$ cat src/hdl/schid_pkg.sv
`default_nettype none
// ---------------------------------------------------------------------------
// schid_pkg
// Types, codes and lookup tables for the scan code to HID report block.
// ---------------------------------------------------------------------------
package schid_pkg;

    localparam logic [1:0] KIND_BUTTON    = 2'd0;
    localparam logic [1:0] KIND_ATTENTION = 2'd1;
    localparam logic [1:0] KIND_KEYBOARD  = 2'd2;

    localparam logic [7:0] CODE_ATTENTION = 8'h58;
    localparam logic [7:0] CODE_PAUSE     = 8'h45;
    localparam logic [7:0] CODE_PRT_A     = 8'h2a;
    localparam logic [7:0] CODE_PRT_B     = 8'h37;
    localparam logic [7:0] CODE_F1        = 8'h3b;
    localparam logic [7:0] CODE_F10       = 8'h44;
    localparam logic [7:0] CODE_F11       = 8'h57;
    localparam logic [7:0] USAGE_PAUSE    = 8'h48;
    localparam logic [7:0] USAGE_PRTSC    = 8'h46;
    localparam logic [7:0] USAGE_MOD_LO   = 8'he0;
    localparam logic [7:0] USAGE_MOD_HI   = 8'he7;

    // Classified event handed from the front part to the back part.
    typedef struct packed {
        logic [1:0]  kind;     // report kind for a report that goes out
        logic        none;     // no report (decided early)
        logic        brk;
        logic [7:0]  usage;    // keyboard usage; zero for attention and button events
        logic [11:0] buttons;  // button word for a button report
    } event_t;

    function automatic logic [7:0] base_usage(input logic [7:0] c);
        logic [7:0] u;
        case (c)
            8'h01: u = 8'h29; 8'h02: u = 8'h1e; 8'h03: u = 8'h1f; 8'h04: u = 8'h20;
            8'h05: u = 8'h21; 8'h06: u = 8'h22; 8'h07: u = 8'h23; 8'h08: u = 8'h24;
            8'h09: u = 8'h25; 8'h0a: u = 8'h26; 8'h0b: u = 8'h27; 8'h0c: u = 8'h2d;
            8'h0d: u = 8'h2e; 8'h0e: u = 8'h2a; 8'h0f: u = 8'h2b; 8'h10: u = 8'h14;
            8'h11: u = 8'h1a; 8'h12: u = 8'h08; 8'h13: u = 8'h15; 8'h14: u = 8'h17;
            8'h15: u = 8'h1c; 8'h16: u = 8'h18; 8'h17: u = 8'h0c; 8'h18: u = 8'h12;
            8'h19: u = 8'h13; 8'h1a: u = 8'h2f; 8'h1b: u = 8'h30; 8'h1c: u = 8'h28;
            8'h1d: u = 8'he0; 8'h1e: u = 8'h04; 8'h1f: u = 8'h16; 8'h20: u = 8'h07;
            8'h21: u = 8'h09; 8'h22: u = 8'h0a; 8'h23: u = 8'h0b; 8'h24: u = 8'h0d;
            8'h25: u = 8'h0e; 8'h26: u = 8'h0f; 8'h27: u = 8'h33; 8'h28: u = 8'h34;
            8'h29: u = 8'h35; 8'h2a: u = 8'he1; 8'h2b: u = 8'h31; 8'h2c: u = 8'h1d;
            8'h2d: u = 8'h1b; 8'h2e: u = 8'h06; 8'h2f: u = 8'h19; 8'h30: u = 8'h05;
            8'h31: u = 8'h11; 8'h32: u = 8'h10; 8'h33: u = 8'h36; 8'h34: u = 8'h37;
            8'h35: u = 8'h38; 8'h36: u = 8'he5; 8'h37: u = 8'h55; 8'h38: u = 8'he2;
            8'h39: u = 8'h2c; 8'h3a: u = 8'h39; 8'h3b: u = 8'h3a; 8'h3c: u = 8'h3b;
            8'h3d: u = 8'h3c; 8'h3e: u = 8'h3d; 8'h3f: u = 8'h3e; 8'h40: u = 8'h3f;
            8'h41: u = 8'h40; 8'h42: u = 8'h41; 8'h43: u = 8'h42; 8'h44: u = 8'h43;
            8'h45: u = 8'h53; 8'h46: u = 8'h47; 8'h47: u = 8'h5f; 8'h48: u = 8'h60;
            8'h49: u = 8'h61; 8'h4a: u = 8'h56; 8'h4b: u = 8'h5c; 8'h4c: u = 8'h5d;
            8'h4d: u = 8'h5e; 8'h4e: u = 8'h57; 8'h4f: u = 8'h59; 8'h50: u = 8'h5a;
            8'h51: u = 8'h5b; 8'h52: u = 8'h62; 8'h53: u = 8'h63; 8'h57: u = 8'h44;
            8'h58: u = 8'h45;
            default: u = 8'h00;
        endcase
        return u;
    endfunction

    function automatic logic [7:0] e0_usage(input logic [7:0] c);
        logic [7:0] u;
        case (c)
            8'h52: u = 8'h49; 8'h47: u = 8'h4a; 8'h49: u = 8'h4b; 8'h53: u = 8'h4c;
            8'h4f: u = 8'h4d; 8'h51: u = 8'h4e; 8'h4d: u = 8'h4f; 8'h4b: u = 8'h50;
            8'h50: u = 8'h51; 8'h48: u = 8'h52; 8'h35: u = 8'h54; 8'h1c: u = 8'h58;
            8'h5d: u = 8'h65; 8'h5b: u = 8'he3; 8'h1d: u = 8'he4; 8'h38: u = 8'he6;
            8'h5c: u = 8'he7;
            default: u = 8'h00;
        endcase
        return u;
    endfunction

endpackage
`default_nettype wire

$ cat src/hdl/schid_front.sv
`default_nettype none
// ---------------------------------------------------------------------------
// schid_front
// Accepts key events, handles attention and button codes, tracks the prefix
// flags and translates keyboard codes to HID usages.
// ---------------------------------------------------------------------------
module schid_front (
    input  wire                   aclk,
    input  wire                   aresetn,
    input  wire                   kb_enable,
    input  wire                   in_valid,
    output logic                  in_ready,
    input  wire  [7:0]            code,
    input  wire                   brk,
    input  wire                   e0,
    input  wire                   e1,
    output logic                  ev_valid,
    input  wire                   ev_ready,
    output schid_pkg::event_t     ev
);
    import schid_pkg::*;

    logic [11:0] buttons_reg, buttons_next;
    logic        e0p_reg, e0p_next, e1p_reg, e1p_next;
    logic [7:0]  usage;
    logic [3:0]  bidx;
    logic        is_button;

    assign in_ready = ev_ready;
    assign ev_valid = in_valid;

    // Classify one event and compute the next prefix and button state.
    always_comb begin
        buttons_next = buttons_reg;
        e0p_next     = e0p_reg;
        e1p_next     = e1p_reg;
        usage        = 8'h00;
        is_button    = 1'b0;
        bidx         = 4'd0;
        if (code >= CODE_F1 && code <= CODE_F10) begin
            is_button = 1'b1;
            bidx      = 4'(code - CODE_F1);
        end else if (code == CODE_F11) begin
            is_button = 1'b1;
            bidx      = 4'd10;
        end
        if (is_button) begin
            buttons_next[bidx] = ~brk;
        end
        ev.kind    = KIND_KEYBOARD;
        ev.none    = 1'b0;
        ev.brk     = brk;
        ev.usage   = 8'h00;
        ev.buttons = buttons_next;
        if (code == CODE_ATTENTION) begin
            ev.kind = KIND_ATTENTION;
        end else if (is_button) begin
            ev.kind = KIND_BUTTON;
        end else if (!kb_enable) begin
            ev.none = 1'b1;
        end else begin
            if (e1) begin
                e1p_next = 1'b1;
            end else if (e0) begin
                if (code == CODE_PRT_A || code == CODE_PRT_B) begin
                    if (!e0p_reg) begin
                        e0p_next = 1'b1;
                    end else begin
                        e0p_next = 1'b0;
                        usage    = USAGE_PRTSC;
                    end
                end else begin
                    usage = e0_usage(code);
                    if (usage == 8'h00) begin
                        e0p_next = 1'b0;
                    end
                end
            end else if (e1p_reg && code == CODE_PAUSE) begin
                e1p_next = 1'b0;
                usage    = USAGE_PAUSE;
            end else begin
                e1p_next = 1'b0;
                usage    = base_usage(code);
            end
            ev.usage = usage;
            ev.none  = (usage == 8'h00);
        end
    end

    // State update on each accepted beat.
    always_ff @(posedge aclk) begin
        if (!aresetn) begin
            buttons_reg <= '0;
            e0p_reg     <= 1'b0;
            e1p_reg     <= 1'b0;
        end else if (in_valid && in_ready) begin
            buttons_reg <= buttons_next;
            e0p_reg     <= e0p_next;
            e1p_reg     <= e1p_next;
        end
    end
endmodule
`default_nettype wire

$ cat src/hdl/schid_queue.sv
`default_nettype none
// ---------------------------------------------------------------------------
// schid_queue
// Two-entry queue of classified events between the front and back parts.
// ---------------------------------------------------------------------------
module schid_queue (
    input  wire                aclk,
    input  wire                aresetn,
    input  wire                wr_valid,
    output logic               wr_ready,
    input  schid_pkg::event_t  wr_data,
    output logic               rd_valid,
    input  wire                rd_ready,
    output schid_pkg::event_t  rd_data
);
    import schid_pkg::*;

    event_t     mem_reg [2];
    logic       wp_reg, rp_reg;
    logic [1:0] cnt_reg;
    logic       wr, rd;

    assign wr_ready = (cnt_reg != 2'd2);
    assign rd_valid = (cnt_reg != 2'd0);
    assign rd_data  = mem_reg[rp_reg];
    assign wr       = wr_valid && wr_ready;
    assign rd       = rd_valid && rd_ready;

    // Storage writes.
    always_ff @(posedge aclk) begin
        if (wr) begin
            mem_reg[wp_reg] <= wr_data;
        end
    end

    // Pointers and fill count.
    always_ff @(posedge aclk) begin
        if (!aresetn) begin
            wp_reg  <= 1'b0;
            rp_reg  <= 1'b0;
            cnt_reg <= 2'd0;
        end else begin
            if (wr) wp_reg <= ~wp_reg;
            if (rd) rp_reg <= ~rp_reg;
            cnt_reg <= cnt_reg + {1'b0, wr} - {1'b0, rd};
        end
    end
endmodule
`default_nettype wire

$ cat src/hdl/schid_back.sv
`default_nettype none
// ---------------------------------------------------------------------------
// schid_back
// Applies keyboard usages to the modifier byte and key slots, searching the
// slots one per cycle, and drives the output report register.
// ---------------------------------------------------------------------------
module schid_back #(
    parameter int KEY_SLOTS = 6
) (
    input  wire                aclk,
    input  wire                aresetn,
    input  wire                ev_valid,
    output logic               ev_ready,
    input  schid_pkg::event_t  ev,
    output logic               out_valid,
    input  wire                out_ready,
    output logic [73:0]        out_data
);
    import schid_pkg::*;

    localparam int IW = (KEY_SLOTS > 1) ? $clog2(KEY_SLOTS) : 1;
    localparam logic [1:0] ST_IDLE = 2'd0;
    localparam logic [1:0] ST_SRCH = 2'd1;
    localparam logic [1:0] ST_EMPT = 2'd2;
    localparam logic [1:0] ST_OUT  = 2'd3;

    logic [1:0]    st_reg;
    logic [IW-1:0] idx_reg;
    logic [7:0]    keys_reg [KEY_SLOTS];
    logic [7:0]    mods_reg;
    event_t        cur_reg;
    logic          ovalid_reg;
    logic [73:0]   odata_reg;
    logic          slot_free;
    logic [7:0]    slot_val;
    logic          slot_last;
    logic          ev_mod;
    logic          emit;
    logic [73:0]   emit_data;
    logic [47:0]   slots_flat;

    assign out_valid = ovalid_reg;
    assign out_data  = odata_reg;
    assign slot_free = !ovalid_reg || out_ready;
    assign ev_ready  = (st_reg == ST_IDLE) && slot_free;
    assign slot_val  = keys_reg[idx_reg];
    assign slot_last = (32'(idx_reg) == KEY_SLOTS - 1);
    assign ev_mod    = ev.usage inside {[USAGE_MOD_LO:USAGE_MOD_HI]};

    // Key slots flattened for the report; slots past KEY_SLOTS read zero.
    always_comb begin
        slots_flat = '0;
        for (int i = 0; i < 6; i++) begin
            if (i < KEY_SLOTS) slots_flat[i*8 +: 8] = keys_reg[i];
        end
    end

    // Decide when the output register loads a new beat and with what.
    always_comb begin
        emit      = 1'b0;
        emit_data = '0;
        case (st_reg)
            ST_IDLE: begin
                if (ev_valid && ev_ready) begin
                    if (ev.kind == KIND_ATTENTION) begin
                        emit      = 1'b1;
                        emit_data = {56'd0, (ev.brk ? 3'd0 : 3'd7), 12'd0,
                                     KIND_ATTENTION, 1'b1};
                    end else if (ev.kind == KIND_BUTTON) begin
                        emit      = 1'b1;
                        emit_data = {56'd0, 3'd0, ev.buttons, KIND_BUTTON, 1'b1};
                    end else if (ev.none) begin
                        emit = 1'b1;
                    end else if (ev_mod && !ev.brk && mods_reg[ev.usage[2:0]]) begin
                        emit = 1'b1;
                    end
                end
            end
            ST_SRCH: begin
                if (slot_val == cur_reg.usage) begin
                    emit = !cur_reg.brk && slot_free;
                end else if (slot_last) begin
                    emit = cur_reg.brk && slot_free;
                end
            end
            ST_EMPT: begin
                emit = (slot_val != 8'h00) && slot_last && slot_free;
            end
            ST_OUT: begin
                if (slot_free) begin
                    emit      = 1'b1;
                    emit_data = {slots_flat, mods_reg, 3'd0, 12'd0, KIND_KEYBOARD, 1'b1};
                end
            end
            default: emit = 1'b0;
        endcase
    end

    // Output beat register.
    always_ff @(posedge aclk) begin
        if (!aresetn) begin
            ovalid_reg <= 1'b0;
        end else if (emit) begin
            ovalid_reg <= 1'b1;
        end else if (out_ready) begin
            ovalid_reg <= 1'b0;
        end
    end

    always_ff @(posedge aclk) begin
        if (emit) begin
            odata_reg <= emit_data;
        end
    end

    // Sequencer and state update.
    always_ff @(posedge aclk) begin
        if (!aresetn) begin
            st_reg   <= ST_IDLE;
            idx_reg  <= '0;
            mods_reg <= 8'h00;
            for (int i = 0; i < KEY_SLOTS; i++) keys_reg[i] <= 8'h00;
        end else begin
            case (st_reg)
                ST_IDLE: begin
                    if (ev_valid && ev_ready) begin
                        cur_reg <= ev;
                        idx_reg <= '0;
                        if (ev.kind == KIND_KEYBOARD && !ev.none) begin
                            if (ev_mod) begin
                                if (ev.brk) begin
                                    mods_reg[ev.usage[2:0]] <= 1'b0;
                                    st_reg <= ST_OUT;
                                end else if (!mods_reg[ev.usage[2:0]]) begin
                                    mods_reg[ev.usage[2:0]] <= 1'b1;
                                    st_reg <= ST_OUT;
                                end
                            end else begin
                                st_reg <= ST_SRCH;
                            end
                        end
                    end
                end
                // Look for a slot that holds the usage.
                ST_SRCH: begin
                    if (slot_val == cur_reg.usage) begin
                        if (cur_reg.brk) begin
                            keys_reg[idx_reg] <= 8'h00;
                            st_reg <= ST_OUT;
                        end else if (slot_free) begin
                            st_reg <= ST_IDLE;
                        end
                    end else if (slot_last) begin
                        if (cur_reg.brk) begin
                            if (slot_free) begin
                                idx_reg <= '0;
                                st_reg  <= ST_IDLE;
                            end
                        end else begin
                            idx_reg <= '0;
                            st_reg  <= ST_EMPT;
                        end
                    end else begin
                        idx_reg <= idx_reg + 1'b1;
                    end
                end
                // Look for the first empty slot.
                ST_EMPT: begin
                    if (slot_val == 8'h00) begin
                        keys_reg[idx_reg] <= cur_reg.usage;
                        st_reg <= ST_OUT;
                    end else if (slot_last) begin
                        if (slot_free) begin
                            st_reg <= ST_IDLE;
                        end
                    end else begin
                        idx_reg <= idx_reg + 1'b1;
                    end
                end
                // Emit the keyboard report from the updated state.
                ST_OUT: begin
                    if (slot_free) begin
                        st_reg <= ST_IDLE;
                    end
                end
                default: st_reg <= ST_IDLE;
            endcase
        end
    end
endmodule
`default_nettype wire

$ cat src/hdl/scan_code_to_hid_report_top.sv
`default_nettype none
// ---------------------------------------------------------------------------
// scan_code_to_hid_report_top
// Set-1 key event to HID button, attention or keyboard report translator.
// ---------------------------------------------------------------------------
// Each accepted beat gives exactly one result beat. Attention, button,
// no-report and repeated-modifier events are answered from the idle state,
// and modifier changes pass through the output state; other keyboard keys
// walk the key slots one per cycle, first for the usage and then, for a new
// key, for an empty slot. A two-entry queue lets the front part accept
// events while the back part works.
module scan_code_to_hid_report_top #(
    parameter int KEY_SLOTS = 6
) (
    input  wire         aclk,
    input  wire         aresetn,
    input  wire         cfg_valid,
    output logic        cfg_ready,
    input  wire         cfg_data,
    input  wire         s_tvalid,
    output logic        s_tready,
    input  wire  [7:0]  s_tdata,   // make_code
    input  wire  [2:0]  s_tuser,   // is_break, e0_prefix, e1_prefix
    output logic        m_tvalid,
    input  wire         m_tready,
    output logic [79:0] m_tdata    // report_valid, report_kind, button_bits,
                                   // attention_keys, modifier_bits,
                                   // key_slot_0..key_slot_5, zero fill
);
    import schid_pkg::*;

    logic   en_reg;
    logic   fv, fr, bv, br;
    event_t fe, be;
    logic [73:0] od;

    assign cfg_ready = 1'b1;
    assign m_tdata   = {6'd0, od};

    // Keyboard enable register.
    always_ff @(posedge aclk) begin
        if (!aresetn) begin
            en_reg <= 1'b1;
        end else if (cfg_valid) begin
            en_reg <= cfg_data;
        end
    end

    schid_front u_front (
        .aclk(aclk), .aresetn(aresetn), .kb_enable(en_reg),
        .in_valid(s_tvalid), .in_ready(s_tready), .code(s_tdata),
        .brk(s_tuser[0]), .e0(s_tuser[1]), .e1(s_tuser[2]),
        .ev_valid(fv), .ev_ready(fr), .ev(fe)
    );

    schid_queue u_queue (
        .aclk(aclk), .aresetn(aresetn),
        .wr_valid(fv), .wr_ready(fr), .wr_data(fe),
        .rd_valid(bv), .rd_ready(br), .rd_data(be)
    );

    schid_back #(.KEY_SLOTS(KEY_SLOTS)) u_back (
        .aclk(aclk), .aresetn(aresetn),
        .ev_valid(bv), .ev_ready(br), .ev(be),
        .out_valid(m_tvalid), .out_ready(m_tready), .out_data(od)
    );
endmodule
`default_nettype wire
$ cat config.mk
export PLATFORM = sky130hd
export DESIGN_NAME = scan_code_to_hid_report_top
export DESIGN_NICKNAME = d
export VERILOG_FILES = /design/src/hdl/schid_pkg.sv /design/src/hdl/schid_front.sv /design/src/hdl/schid_queue.sv /design/src/hdl/schid_back.sv /design/src/hdl/scan_code_to_hid_report_top.sv
export SDC_FILE = /design/constraint.sdc
export NUM_CORES = 1
export LEC_CHECK = 0
export ABC_AREA = 1
export BUFFER_PORTS_ARGS = -buffer_cell sky130_fd_sc_hd__buf_2
export CORE_ASPECT_RATIO = 1.5
export CORE_MARGIN = 2
export CORE_UTILIZATION = 49
export CTS_CLUSTER_DIAMETER = 50
export DETAILED_ROUTE_END_ITERATION = 8
export PLACE_DENSITY = 0.67
export SETUP_SLACK_MARGIN = 0.5
export SLEW_MARGIN = 20
export SYNTH_ARGS = -nofsm -noshare
export SYNTH_HDL_FRONTEND = slang
export SYNTH_SLANG_ARGS = --single-unit
export TNS_END_PERCENT = 30
$ cat constraint.sdc
create_clock -name aclk -period 4.84 [get_ports aclk]
set_input_delay 0.242 -clock aclk [delete_from_list [all_inputs] [get_ports aclk]]
set_output_delay 0.242 -clock aclk [all_outputs]
set_load 0.005 [all_outputs]
==> summary.md, run 1 <==
| Metric | Value |
|---|---|
| Status | `complete, no violations` |
| Cells on worst reg2reg path | `14` |
| Count of pins over their slew limit | `0` |
| Slowest Stage Delay on Critical Path | `710 ps` |
| Die W | `131 um` |
| DR vias | `9,019` |
| Core area | `23,700 um2` |
| H-tree levels | `1` |
| CTS tree | `built` |
| Post-Synth Adder-Cell Area | `0.0234` |
| Power density cells | `493 nW/um2` |
| Nets | `1,444` |
| Synth cell types | `50` |
| CP cell instances | `buf_4, nand2_1, nand3_1, nand3_1, nand2_1, nand2_1, nor2_1, nand2_2, nor2_4, nand2_4, nand2_8, o21ai_2, buf_4, nor2_1` |
| Hold Startpoint | `s_tuser[2]` |
| Compound-cell area share of the yosys netlist | `0.0820` |
| Cell accounting for the most synthesized area | `edfxtp_1` |
| RSZ-0062 raised after global routing | `false` |
| DRT iter0 DRCs | `681` |
| Inserted Clock Buffers | `22` |
| Delay-heaviest family, CP | `simple AND/OR/NAND/NOR gates` |
| GR Util All Layers | `0.237` |
| Max FFs per register | `72` |
| Fillers | `2,236` |
| DP HPWL | `22.2 mm` |
| Tcrit/Tclk final | `0.729` |
| Setup TNS | `0 ps` |
| Worst setup EP type | `flop` |
| Setup crit start kind | `flop` |
| Area share of the largest cell type after synthesis | `0.492` |
| Worst Hold Depth | `3` |
| Syn Inst Count | `1,325` |
| Largest cells by area after synthesis | `edfxtp_1 49%, nand2_1 9.9%, dfxtp_1 6.3%` |
| CTS Sinks | `230` |
| Post-layout util | `0.555` |
| Synth Cell Area | `11,800 um2` |
| Crit-path slowest cell | `dfxtp_1` |
| Worst Path Buf+Inv | `2` |
| Synthesized area per cell | `8.89 um2` |
| DRC Markers | `0` |
| Fmax | `283 MHz` |
| Clk buf depth | `3` |
| Clock skew | `13.6 ps` |
| Post-Synth XOR/XNOR Area | `0.00223` |
| Share of cells above drive strength 1 | `0.145` |
| CP most frequent cell | `nand2_1` |
| Post-synth ARST share | `0` |
| Antenna diode count | `0` |
| Post-Route WL | `29.9 mm` |
| First-pass DRT Iterations | `5` |
| Largest net degree at the start of global routing | `73` |
| WS Path Type | `reg -> reg` |
| Area Overhead vs Synth | `11.5%` |
| Simple logic cell fraction of the synthesized area | `0.253` |
| IO Pins | `100` |
| Peak supply drop | `0.000345 V` |
| Max FO, Critical Path | `20` |
| Yosys warns | `0` |
| FF+latch count, synth | `230` |
| Worst path depth | `14` |
| Hold Fails Final Rpt | `0` |
| RR Endpoint | `u_back.keys_reg[7][7]$_DFFE_PP_` |
| FF-to-FF setup slack | `1310 ps` |
| Tightest Hold Check Type | `in -> reg` |
| Number of global-route vias before repair | `8,749` |
| Post-synthesis mux area share | `0.00170` |
| Worst Hold End | `u_front.e1p_reg$_SDFFE_PN0P_` |
| Wirelength per Cell | `17.2 um` |
| Worst slew margin | `0.296` |
| Total gr overflow | `0` |
| First-pass GRT wire length | `46.3 mm` |
| Seq/Total Area, Yosys | `0.555` |
| IO buf count | `92` |
| Floorplan row count | `69` |
| Die area | `25,300 um2` |
| Leak | `0.00562 uW` |
| EDFF count, synth | `193` |
| Worst Slack Setup Final | `1310 ps` |
| Die Height | `194 um` |
| Routed via count divided by cell count | `5.18` |
| Largest family of logic cells by synthesized area | `simple AND/OR/NAND/NOR gates` |
| Worst Max-Slew Pin Slew | `1050 ps` |
| Final setup fails | `0` |
| Placer Congestion | `0.912` |
| Root Buffer | `clkbuf_16` |
| Initial Util | `0.498` |
| Clock Latency Late Sink | `520 ps` |
| Pre-CTS setup slack | `1360 ps` |
| Min cycle time layout | `3530 ps` |
| Initial antenna violation count | `0` |
| Final ANT Viol Nets | `0` |
| Worst Path Arrival | `3670 ps` |
| Worst EP required | `4980 ps` |
| Clk slew on worst S/H paths | `60 ps` |
| Maxcap violations | `0` |
| Top_reg_cell synth | `edfxtp_1` |
metal layers:
layer | share of wire | global-route usage
met2 | 0.55 | 0.451
met3 | 0.036 | 0.0235
met5 | 0 | 0
met4 | 0.057 | 0.119
met1 | 0.36 | 0.250
cells in the final DEF, fill, tap and decap left out, types with 4 or more instances in the layout:
cell type | netlist | final
a21oi_1 | 59 | 59
a31oi_1 | 9 | 9
buf_2 | 9 | 92
buf_4 | 13 | 6
clkbuf_1 | 14 | 7
clkbuf_16 | 0 | 23
clkinv_2 | 0 | 4
conb_1 | 2 | 7
dfxtp_1 | 37 | 37
edfxtp_1 | 193 | 193
ha_1 | 22 | 22
inv_1 | 164 | 164
inv_2 | 8 | 8
inv_4 | 3 | 4
nand2_1 | 312 | 310
nand2_2 | 7 | 8
nand2_4 | 3 | 4
nand3_1 | 92 | 92
nand3_2 | 4 | 4
nand4_1 | 6 | 6
nor2_1 | 184 | 182
nor2_2 | 6 | 8
nor2_4 | 4 | 4
nor3_1 | 18 | 18
nor3_2 | 19 | 19
o211ai_1 | 7 | 7
o21ai_0 | 64 | 64
o21ai_1 | 13 | 13
o21ai_2 | 4 | 4
or2_2 | 5 | 5
cell type report:
class / count / area (um2) / area share
inverters: 178 / 676 / 0.0514
clock buffers: 31 / 616 / 0.0469
well taps: 319 / 399 / 0.0304
flip-flops and latches: 230 / 6540 / 0.498
repair buffers: 100 / 526 / 0.0400
clock inverters: 9 / 73.8 / 0.00562
multi-input cells: 873 / 4310 / 0.328
timing repair:
action / 4_1_cts / 5_1_grt
buffers inserted: 0 / 0
setup endpoints to repair: 0 / 0
hold endpoints to repair: 1 / 0
resized for setup: 0 / 0
hold buffers: 2 / 0
power breakdown:
group	internal, uW	leakage (uW)	switching, uW
logic	602	0.00306	1380
registers	2660	0.00221	195
clock network	906	0.000343	731
stage by stage:
| step | area [um2] | cells | power (uW) | hold WS [ps] |
|---|---|---|---|---|
| final | 13100 | 1740 | 6480 | 40.2 |
| after global routing | 13100 | 1740 | 6880 | 49.2 |
| after CTS | 13100 | 1740 | 6520 | 33.2 |
| after detailed placement | 12400 | 1698 | 4880 | 444 |
| after global placement | 12400 | 1698 | 4850 | 437 |
| after floorplan | 11800 | 1330 | 4310 | 341 |
worst max path at each step:
stage	slack, ps	to	from
after floorplan	1370	u_back.out_data[0]$_DFFE_PP_	flop
after global placement	1500	u_back.keys_reg[5][1]$_DFFE_PP_	flop
after detailed placement	1360	u_back.keys_reg[5][2]$_DFFE_PP_	flop
after CTS	1360	u_back.keys_reg[5][5]$_DFFE_PP_	flop
after global routing	1080	u_back.keys_reg[5][7]$_DFFE_PP_	flop
final	1310	u_back.keys_reg[7][7]$_DFFE_PP_	flop
cell usage after synthesis, types with 2 or more instances:
cell,instances
nand4_1,6
inv_2,8
nor2_2,6
o21a_1,2
nand3_4,3
o211ai_1,7
nor3_2,19
edfxtp_1,193
conb_1,2
o21bai_1,2
dfxtp_1,37
nand2_1,312
clkinv_1,3
nor2_1,184
mux2i_1,2
ha_1,22
o21ai_1,13
inv_4,3
a21oi_1,59
buf_1,5
o21ai_2,4
a31oi_1,9
o21ai_0,64
buf_6,7
xor2_1,2
nand2_4,3
buf_2,9
clkbuf_1,14
nand3_1,92
nand3_2,4
nand3b_1,3
o2111ai_1,2
nor3_1,18
or2_2,5
nand2_2,7
inv_1,164
a21oi_4,2
buf_4,13
nor2_4,4
cell families (layout without fill, tap and decap cells):
family	Yosys count	in the layout
simple gates	668	668
flops	230	230
buf+inv	227	318
compound gates	171	171
fa+ha+maj	22	22
xor+xnor	3	3
other cells	2	7
mux	2	2
worst register-to-register path, stage by stage (launching register included):
cell,delay [ps]
dfxtp_1,710
buf_4,340
nand2_1,80
nand3_1,80
nand3_1,200
nand2_1,150
nand2_1,60
nor2_1,130
nand2_2,110
nor2_4,140
nand2_4,130
nand2_8,140
o21ai_2,60
buf_4,250
nor2_1,570
No activity file was read; power rests on OpenSTA's default activity.
==> inputs of run 2 (changes only) <==
--- a/config.mk
+++ b/config.mk
@@ -12,7 +12,7 @@
 export CORE_UTILIZATION = 49
 export CTS_CLUSTER_DIAMETER = 50
 export DETAILED_ROUTE_END_ITERATION = 8
-export PLACE_DENSITY = 0.67
+export PLACE_DENSITY = 0.7
 export SETUP_SLACK_MARGIN = 0.5
 export SLEW_MARGIN = 20
 export SYNTH_ARGS = -nofsm -noshare
==> constraint.sdc (replaced) <==
create_clock -name aclk -period 2.9 [get_ports aclk]
set_input_delay 0.145 -clock aclk [delete_from_list [all_inputs] [get_ports aclk]]
set_output_delay 0.145 -clock aclk [all_outputs]
set_load 0.005 [all_outputs]
==> run 2 against run 1 <==
  * Routed wire length rose by 8.1%
  * Sequential share of layout area fell by 3.9 points
  * Sequential power rose by 64%
  * Total power rose by 89%
  * Via count rose by 6.2%
  * Die area did not move
  * Final area rose by 8.5%
  * Worst setup slack got worse by 890 ps
  * Register-to-register slack got worse by 890 ps
==> summary.md, run 2 (same netlist as run 1, synthesis figures left out) <==
| Metric | Value |
|---|---|
| DR vias | `9,578 (+6.2%)` |
| Fmax | `404 MHz (+43%)` |
| Min cycle time layout | `2470 ps (-1050 ps)` |
| H-tree levels | `1 (unchanged)` |
| Initial Util | `0.498 (unchanged)` |
| DP HPWL | `22.8 mm (+2.5%)` |
| GR Util All Layers | `0.250 (+0.0130)` |
| Initial antenna violation count | `1 (+1)` |
| Clk slew on worst S/H paths | `60 ps (about the same)` |
| DP Area | `12,800 um2 (+2.8%)` |
| DRC Markers | `0 (unchanged)` |
| IO Pins | `100 (unchanged)` |
| Slowest Stage Delay on Critical Path | `370 ps (-340 ps)` |
| Worst slew margin | `0.564 (+0.268)` |
| Core area | `23,700 um2 (unchanged)` |
| Post-layout util | `0.603 (+0.0473)` |
| Largest net degree at the start of global routing | `40 (-45%)` |
| Max FO, Critical Path | `8 (-60%)` |
| Floorplan row count | `69 (unchanged)` |
| Die Height | `194 um (unchanged)` |
| IO buf count | `92 (unchanged)` |
| Crit-path slowest cell | `dfxtp_4` |
| CTS Sinks | `230 (unchanged)` |
| Final ANT Viol Nets | `0 (unchanged)` |
| Tcrit/Tclk final | `0.853 (+0.124)` |
| Worst setup EP type | `flop` |
| Placed cell count | `1,737 (+2.3%)` |
| Design Area, Final | `14,300 um2 (+8.5%)` |
| Routed via count divided by cell count | `5.29 (+2.0%)` |
| Nets | `1,514 (+4.8%)` |
| Internal Power | `7840 uW (+88%)` |
| Worst EP required | `3090 ps (-1890 ps)` |
| Switching portion of total power | `0.361 (+0.00534)` |
| Leak | `0.00611 uW (+8.8%)` |
| Power share of the clock group | `0.232 (-0.021)` |
| Post-Route WL | `32.3 mm (+8.1%)` |
| DRT iter0 DRCs | `684 (+0.44%)` |
| Root Buffer | `clkbuf_16` |
| Sw Pwr | `4430 uW (+92%)` |
| Post-route insts no fill | `1,811 (+4.1%)` |
| First-pass GRT wire length | `48.8 mm (+5.6%)` |
| Commonest non-fill, non-tap cell in the layout | `nand2_1` |
| RSZ-0062 raised after global routing | `true` |
| Tightest Hold Check Type | `in -> reg` |
| Worst Max-Slew Pin Slew | `652 ps (-401 ps)` |
| Clock skew | `24.2 ps (+10.6 ps)` |
| Setup TNS | `0 ps (unchanged)` |
| First-pass DRT Iterations | `5 (unchanged)` |
| Die W | `131 um (unchanged)` |
| WS Path Type | `reg -> reg` |
| Setup crit start kind | `flop` |
| Status | `complete, no violations` |
| Final setup fails | `0 (unchanged)` |
| Die area | `25,300 um2 (unchanged)` |
| Area Overhead vs Synth | `20.9%` |
| Inserted Clock Buffers | `22 (unchanged)` |
| Power density cells | `861 nW/um2 (+75%)` |
| Wirelength per Cell | `17.8 um (+3.8%)` |
| Combinational share of power | `0.385 (+0.079)` |
| Clk buf depth | `3 (unchanged)` |
| Number of global-route vias before repair | `9,410 (+7.6%)` |
| Placer Congestion | `0.988 (+8.3%)` |
| CP cell instances | `buf_12, buf_12, nand2_2, nand3_2, nand3_2, nand2_2, nand2_1, nand2_1, nand3_2, nor2_4, nand2_4, inv_4, nand2_8, a21oi_4, nand2_2, nor2_4` |
| Count of pins over their slew limit | `0 (unchanged)` |
| Share of cells above drive strength 1 | `0.221 (+0.0757)` |
| Worst Slack Setup Final | `426 ps (-886 ps)` |
| Pre-CTS setup slack | `135 ps (-1230 ps)` |
| Hold Fails Final Rpt | `0 (unchanged)` |
| Part of the power in registers | `0.383 (-0.059)` |
| Maxcap violations | `0 (unchanged)` |
| Worst Path Arrival | `2660 ps (-1010 ps)` |
| Total gr overflow | `0 (unchanged)` |
| Peak supply drop | `0.000725 V (+110%)` |
| Clock Latency Late Sink | `520 ps (about the same)` |
| Commonest cells after routing, fill and taps aside | `282 x nand2_1, 193 x edfxtp_1, 179 x nor2_1, 163 x inv_1, 92 x buf_2` |
| Max FFs per register | `72 (unchanged)` |
| CTS tree | `built` |
run 2: cell types whose count changed in the layout (fill, tap and decap cells not counted), moves of 6 or more:
cell / previous run / this run
buf_12: 0 / 6
buf_4: 6 / 49
buf_6: 0 / 10
nand2_1: 310 / 282
nand2_2: 8 / 30
nand3_1: 92 / 75
nand3_2: 4 / 21
run 2: final cells by class:
cell class	count	area (um2)
Antenna cell	1	2.50
Clock buffer	34	636
Clock inverter	6	87.6
Fill cell	2031	9400
Inverter	178	693
Multi-Input combinational cell	875	4610
Sequential cell	230	6540
Tap cell	319	399
Timing Repair Buffer	167	1260
Timing Repair inverter	1	16.3
run 2: through the flow:
stage | power (uW) | hold WS (ps)
5_1_grt | 13000 | 27.0
6_report | 12300 | 34.6
2_1_floorplan | 7180 | 244
3_3_place_gp | 8390 | 348
4_1_cts | 11800 | 10.6
3_5_place_dp | 8430 | 346
run 2: power by group through the flow:
stage                     Combinational (uW)  Clock (uW)  Sequential [uW]
after global routing                    5190        3010             4780
after global placement                  3650           0             4740
after floorplan                         2440           0             4750
after detailed placement                3690           0             4750
after CTS                               4170        2890             4690
final                                   4720        2850             4700
run 2: worst paths after layout:
path	from	endpoint	slack, ps	cells after the start
min	s_tuser[0]	u_queue.mem_reg[1][20]$_DFFE_PP_	30	1
max	flop	u_back.keys_reg[7][6]$_DFFE_PP_	430	16
max reg2reg	flop	u_back.keys_reg[7][6]$_DFFE_PP_	430	16
min reg2reg	u_queue.rp_reg$_SDFFE_PN0P_	u_queue.rp_reg$_SDFFE_PN0P_	450	1
run 2: what timing repair did:
action | in CTS | in global routing
pin swaps | 17 | 6
cloned | 3 | 7
hold endpoints to repair | 2 | 0
endpoints found under the setup margin | 183 | 218
hold buffers | 3 | 0
gates resized for setup | 70 | 26
setup buffers | 13 | 7
run 2: critical path, delay by kind of cell, from the launching register on:
family / cells / cell delay, ps
DFF: 1 / 370
buffers and inverters: 3 / 390
AOI/OAI and AO/OA: 1 / 230
and+or+nand+nor: 12 / 1170
run 2: layer usage:
| layer | part of all wire | vias to the layer above | track usage | wire [um] |
|---|---|---|---|---|
| li1 | - | 4655 | - | - |
| met1 | 0.35 | 4431 | 0.259 | 11200 |
| met2 | 0.53 | 365 | 0.455 | 17000 |
| met3 | 0.047 | 127 | 0.0317 | 1520 |
| met4 | 0.078 | 0 | 0.169 | 2530 |
| met5 | 0 | - | 0 | 0 |
==> inputs of run 3 (changes only) <==
--- a/config.mk
+++ b/config.mk
@@ -6,13 +6,13 @@
 export NUM_CORES = 1
 export LEC_CHECK = 0
 export ABC_AREA = 1
-export BUFFER_PORTS_ARGS = -buffer_cell sky130_fd_sc_hd__buf_2
 export CORE_ASPECT_RATIO = 1.5
 export CORE_MARGIN = 2
 export CORE_UTILIZATION = 49
 export CTS_CLUSTER_DIAMETER = 50
 export DETAILED_ROUTE_END_ITERATION = 8
-export PLACE_DENSITY = 0.7
+export DONT_BUFFER_PORTS = 1
+export PLACE_DENSITY = 0.66
 export SETUP_SLACK_MARGIN = 0.5
 export SLEW_MARGIN = 20
 export SYNTH_ARGS = -nofsm -noshare
==> run 3 against run 2 <==
  * The flow now finishes with violations (design-rule violations)
  * Sequential share of layout area up 1.7 points
  * Sequential power up 3%
  * Die area unchanged
  * Routed wire length down 1.8%
  * Critical path depth unchanged
  * Worst setup slack worse by 110 ps
  * Cell count down 5.1%
  * Core utilization down 2.1 points
  * Clock power up 5%
  * Total power down 3.8%
  * Fmax down 4.1%
  * Final area down 3.5%
  * Critical endpoint is now u_back.keys_reg[3][7]$_SDFFCE_PN0P_
  * Largest cell class unchanged
  * Largest power group is now registers
  * Highest routed layer unchanged
==> summary.md, run 3 (same netlist as run 1, synthesis figures left out) <==
| Metric | Value |
|---|---|
| Status | `complete, but fails checks` |
| Failing checks | `design-rule violations` |
| Share of cells above drive strength 1 | `0.149 (-0.0714)` |
| Routed via count divided by cell count | `5.31 (+0.38%)` |
| CTS tree | `built` |
| Cells on worst reg2reg path | `16 (unchanged)` |
| Worst Hold Depth | `3 (+2)` |
| Largest net degree at the start of global routing | `40 (unchanged)` |
| Max FFs per register | `72 (unchanged)` |
| IO buf count | `0 (-100%)` |
| Part of the power in registers | `0.408 (+0.025)` |
| DP HPWL | `22.8 mm (+0.17%)` |
| Internal Power | `7580 uW (-3.3%)` |
| Total gr overflow | `0 (unchanged)` |
| Worst slew margin | `0.282 (-0.282)` |
| CTS Sinks | `230 (unchanged)` |
| H-tree levels | `1 (unchanged)` |
| Worst EP required | `3120 ps (+30 ps)` |
| Combinational share of power | `0.337 (-0.048)` |
| FF-to-FF setup slack | `320 ps (-110 ps)` |
| Die Height | `194 um (unchanged)` |
| Worst Max-Slew Pin Slew | `1070 ps (+422 ps)` |
| Fillers | `2,143 (+5.5%)` |
| Commonest cells after routing, fill and taps aside | `294 x nand2_1, 193 x edfxtp_1, 179 x nor2_1, 164 x inv_1, 85 x nand3_1` |
| Antenna diode count | `0 (-1)` |
| Die area | `25,300 um2 (unchanged)` |
| Inserted Clock Buffers | `24 (+9.1%)` |
| Hold Startpoint | `s_tuser[1]` |
| Clk slew on worst S/H paths | `70 ps (about the same)` |
| RSZ-0062 raised after global routing | `true` |
| Worst Slack Setup Final | `320 ps (-105 ps)` |
| Clk buf depth | `3 (unchanged)` |
| WS Path Type | `reg -> reg` |
| DRT iter0 DRCs | `669 (-2.2%)` |
| Power share of the clock group | `0.255 (+0.023)` |
| Tightest Hold Check Type | `in -> reg` |
| Reg area | `6540 um2 (unchanged)` |
| Floorplan row count | `69 (unchanged)` |
| Power density cells | `859 nW/um2 (-0.25%)` |
| Worst Hold End | `u_queue.mem_reg[1][16]$_DFFE_PP_` |
| Final setup fails | `0 (unchanged)` |
| Setup TNS | `0 ps (unchanged)` |
| Tcrit/Tclk final | `0.890 (+0.0364)` |
| Peak supply drop | `0.000748 V (+3.2%)` |
| Worst setup EP type | `flop` |
| Commonest non-fill, non-tap cell in the layout | `nand2_1` |
| Core area | `23,700 um2 (unchanged)` |
| Root Buffer | `clkbuf_16` |
| RR Endpoint | `u_back.keys_reg[3][7]$_SDFFCE_PN0P_` |
| Final Power | `11,800 uW (-3.8%)` |
| Switching portion of total power | `0.358 (-0.00341)` |
| Die W | `131 um (unchanged)` |
| Post-Route WL | `31.7 mm (-1.8%)` |
| Hold Fails Final Rpt | `0 (unchanged)` |
| Worst Path Arrival | `2800 ps (+140 ps)` |
| Clock Latency Late Sink | `530 ps (about the same)` |
| Placer Congestion | `0.970 (-1.8%)` |
| Initial Util | `0.498 (unchanged)` |
| Pre-CTS setup slack | `193 ps (+57.9 ps)` |
| Fmax | `388 MHz (-4.1%)` |
| Max FO, Critical Path | `8 (unchanged)` |
| Min cycle time layout | `2580 ps (+105 ps)` |
| Clock skew | `30.5 ps (+6.35 ps)` |
| IO Pins | `100 (unchanged)` |
| Count of pins over their slew limit | `0 (unchanged)` |
| Setup crit start kind | `flop` |
| Nets | `1,421 (-6.1%)` |
| Hold slack final | `21.0 ps (-13.6 ps)` |
| DRC Markers | `1 (+1)` |
| Multi-input logic area | `4470 um2 (-3.2%)` |
| Wirelength per Cell | `18.4 um (+3.4%)` |
| Leak | `0.00571 uW (-6.4%)` |
| Number of global-route vias before repair | `9,066 (-3.7%)` |
| Initial antenna violation count | `0 (-1)` |
| Maxcap violations | `0 (unchanged)` |
| First-pass GRT wire length | `48.2 mm (-1.3%)` |
| Final ANT Viol Nets | `0 (unchanged)` |
| DR vias | `9,126 (-4.7%)` |
| Sw Pwr | `4220 uW (-4.7%)` |
| First-pass DRT Iterations | `7 (+2)` |
| GR Util All Layers | `0.246 (-0.00317)` |
| Area Overhead vs Synth | `16.7%` |
[run 3: changes by cell type in the layout (fill, tap and decap cells not counted), moves of 3 or more]
cell,before,now
clkbuf_16,25,32
dlygate4sd3_1,3,8
nand2_1,282,294
nand3_1,75,85
clkbuf_8,4,1
nand3_2,21,11
buf_4,49,41
inv_6,0,3
buf_6,10,6
buf_2,92,0
nand2_2,30,20
[run 3: per-stage QoR]
step	cell area [um2]	util	std cells
final	13700	0.581	1719
after CTS	13200	0.560	1695
after global routing	13700	0.581	1719
after detailed placement	12300	0.519	1640
after floorplan	11800	-	1330
after global placement	12300	0.519	1640
[run 3: metal layers]
layer | track usage | wire (um) | vias up
met5 | 0 | 0 | -
met4 | 0.162 | 2690 | 0
met3 | 0.0273 | 1180 | 127
met2 | 0.455 | 16900 | 318
met1 | 0.255 | 10900 | 4220
li1 | - | - | 4461
[run 3: worst max path at each step]
stage                     start                                  end  slack, ps  cells past startpoint
after floorplan            flop      u_back.keys_reg[5][0]$_DFFE_PP_        460                     18
after global placement     flop      u_back.keys_reg[7][0]$_DFFE_PP_        240                     18
after detailed placement   flop      u_back.keys_reg[5][0]$_DFFE_PP_        190                     17
after CTS                  flop      u_back.keys_reg[6][5]$_DFFE_PP_        410                     16
after global routing       flop      u_back.keys_reg[6][5]$_DFFE_PP_        170                     15
final                      flop  u_back.keys_reg[3][7]$_SDFFCE_PN0P_        320                     16
[run 3: what timing repair did]
action | in CTS | in global routing
resized for setup | 21 | 43
buffers inserted | 3 | 12
endpoints found under the hold margin | 96 | 8
setup endpoints to repair | 164 | 218
pin swaps | 2 | 26
hold buffers | 7 | 1
cloned | 1 | 11
[run 3: area by class of cell]
| type | instances | area share |
|---|---|---|
| flip-flops and latches | 230 | 0.476 |
| clock inverters | 12 | 0.00983 |
| inverters | 178 | 0.0500 |
| well taps | 319 | 0.0290 |
| multi-input cells | 873 | 0.325 |
| repair buffers | 73 | 0.0621 |
| clock buffers | 32 | 0.0466 |
| repair inverters | 2 | 0.00182 |
[run 3: power groups by stage]
stage | sequential [uW] | combinational, uW | clock (uW)
floorplan | 4750 | 2440 | 0
global placement | 4860 | 3180 | 0
detailed placement | 4870 | 3220 | 0
CTS | 4820 | 3300 | 3040
global route | 4910 | 4410 | 3180
finish | 4820 | 3980 | 3000
[run 3: critical path, stage by stage (launching register included)]
cell       delay [ps]
dfxtp_4           410
buf_12            160
clkbuf_16         150
nand2_1            60
nand3_1            90
nand3_2           100
nand2_1            80
nand3_1            70
nor2_1            140
nand2_2           120
nor2_4            160
nand2_4           120
nand2_8           110
o21ai_4            70
buf_8             160
o21ai_4           120
buf_6             160
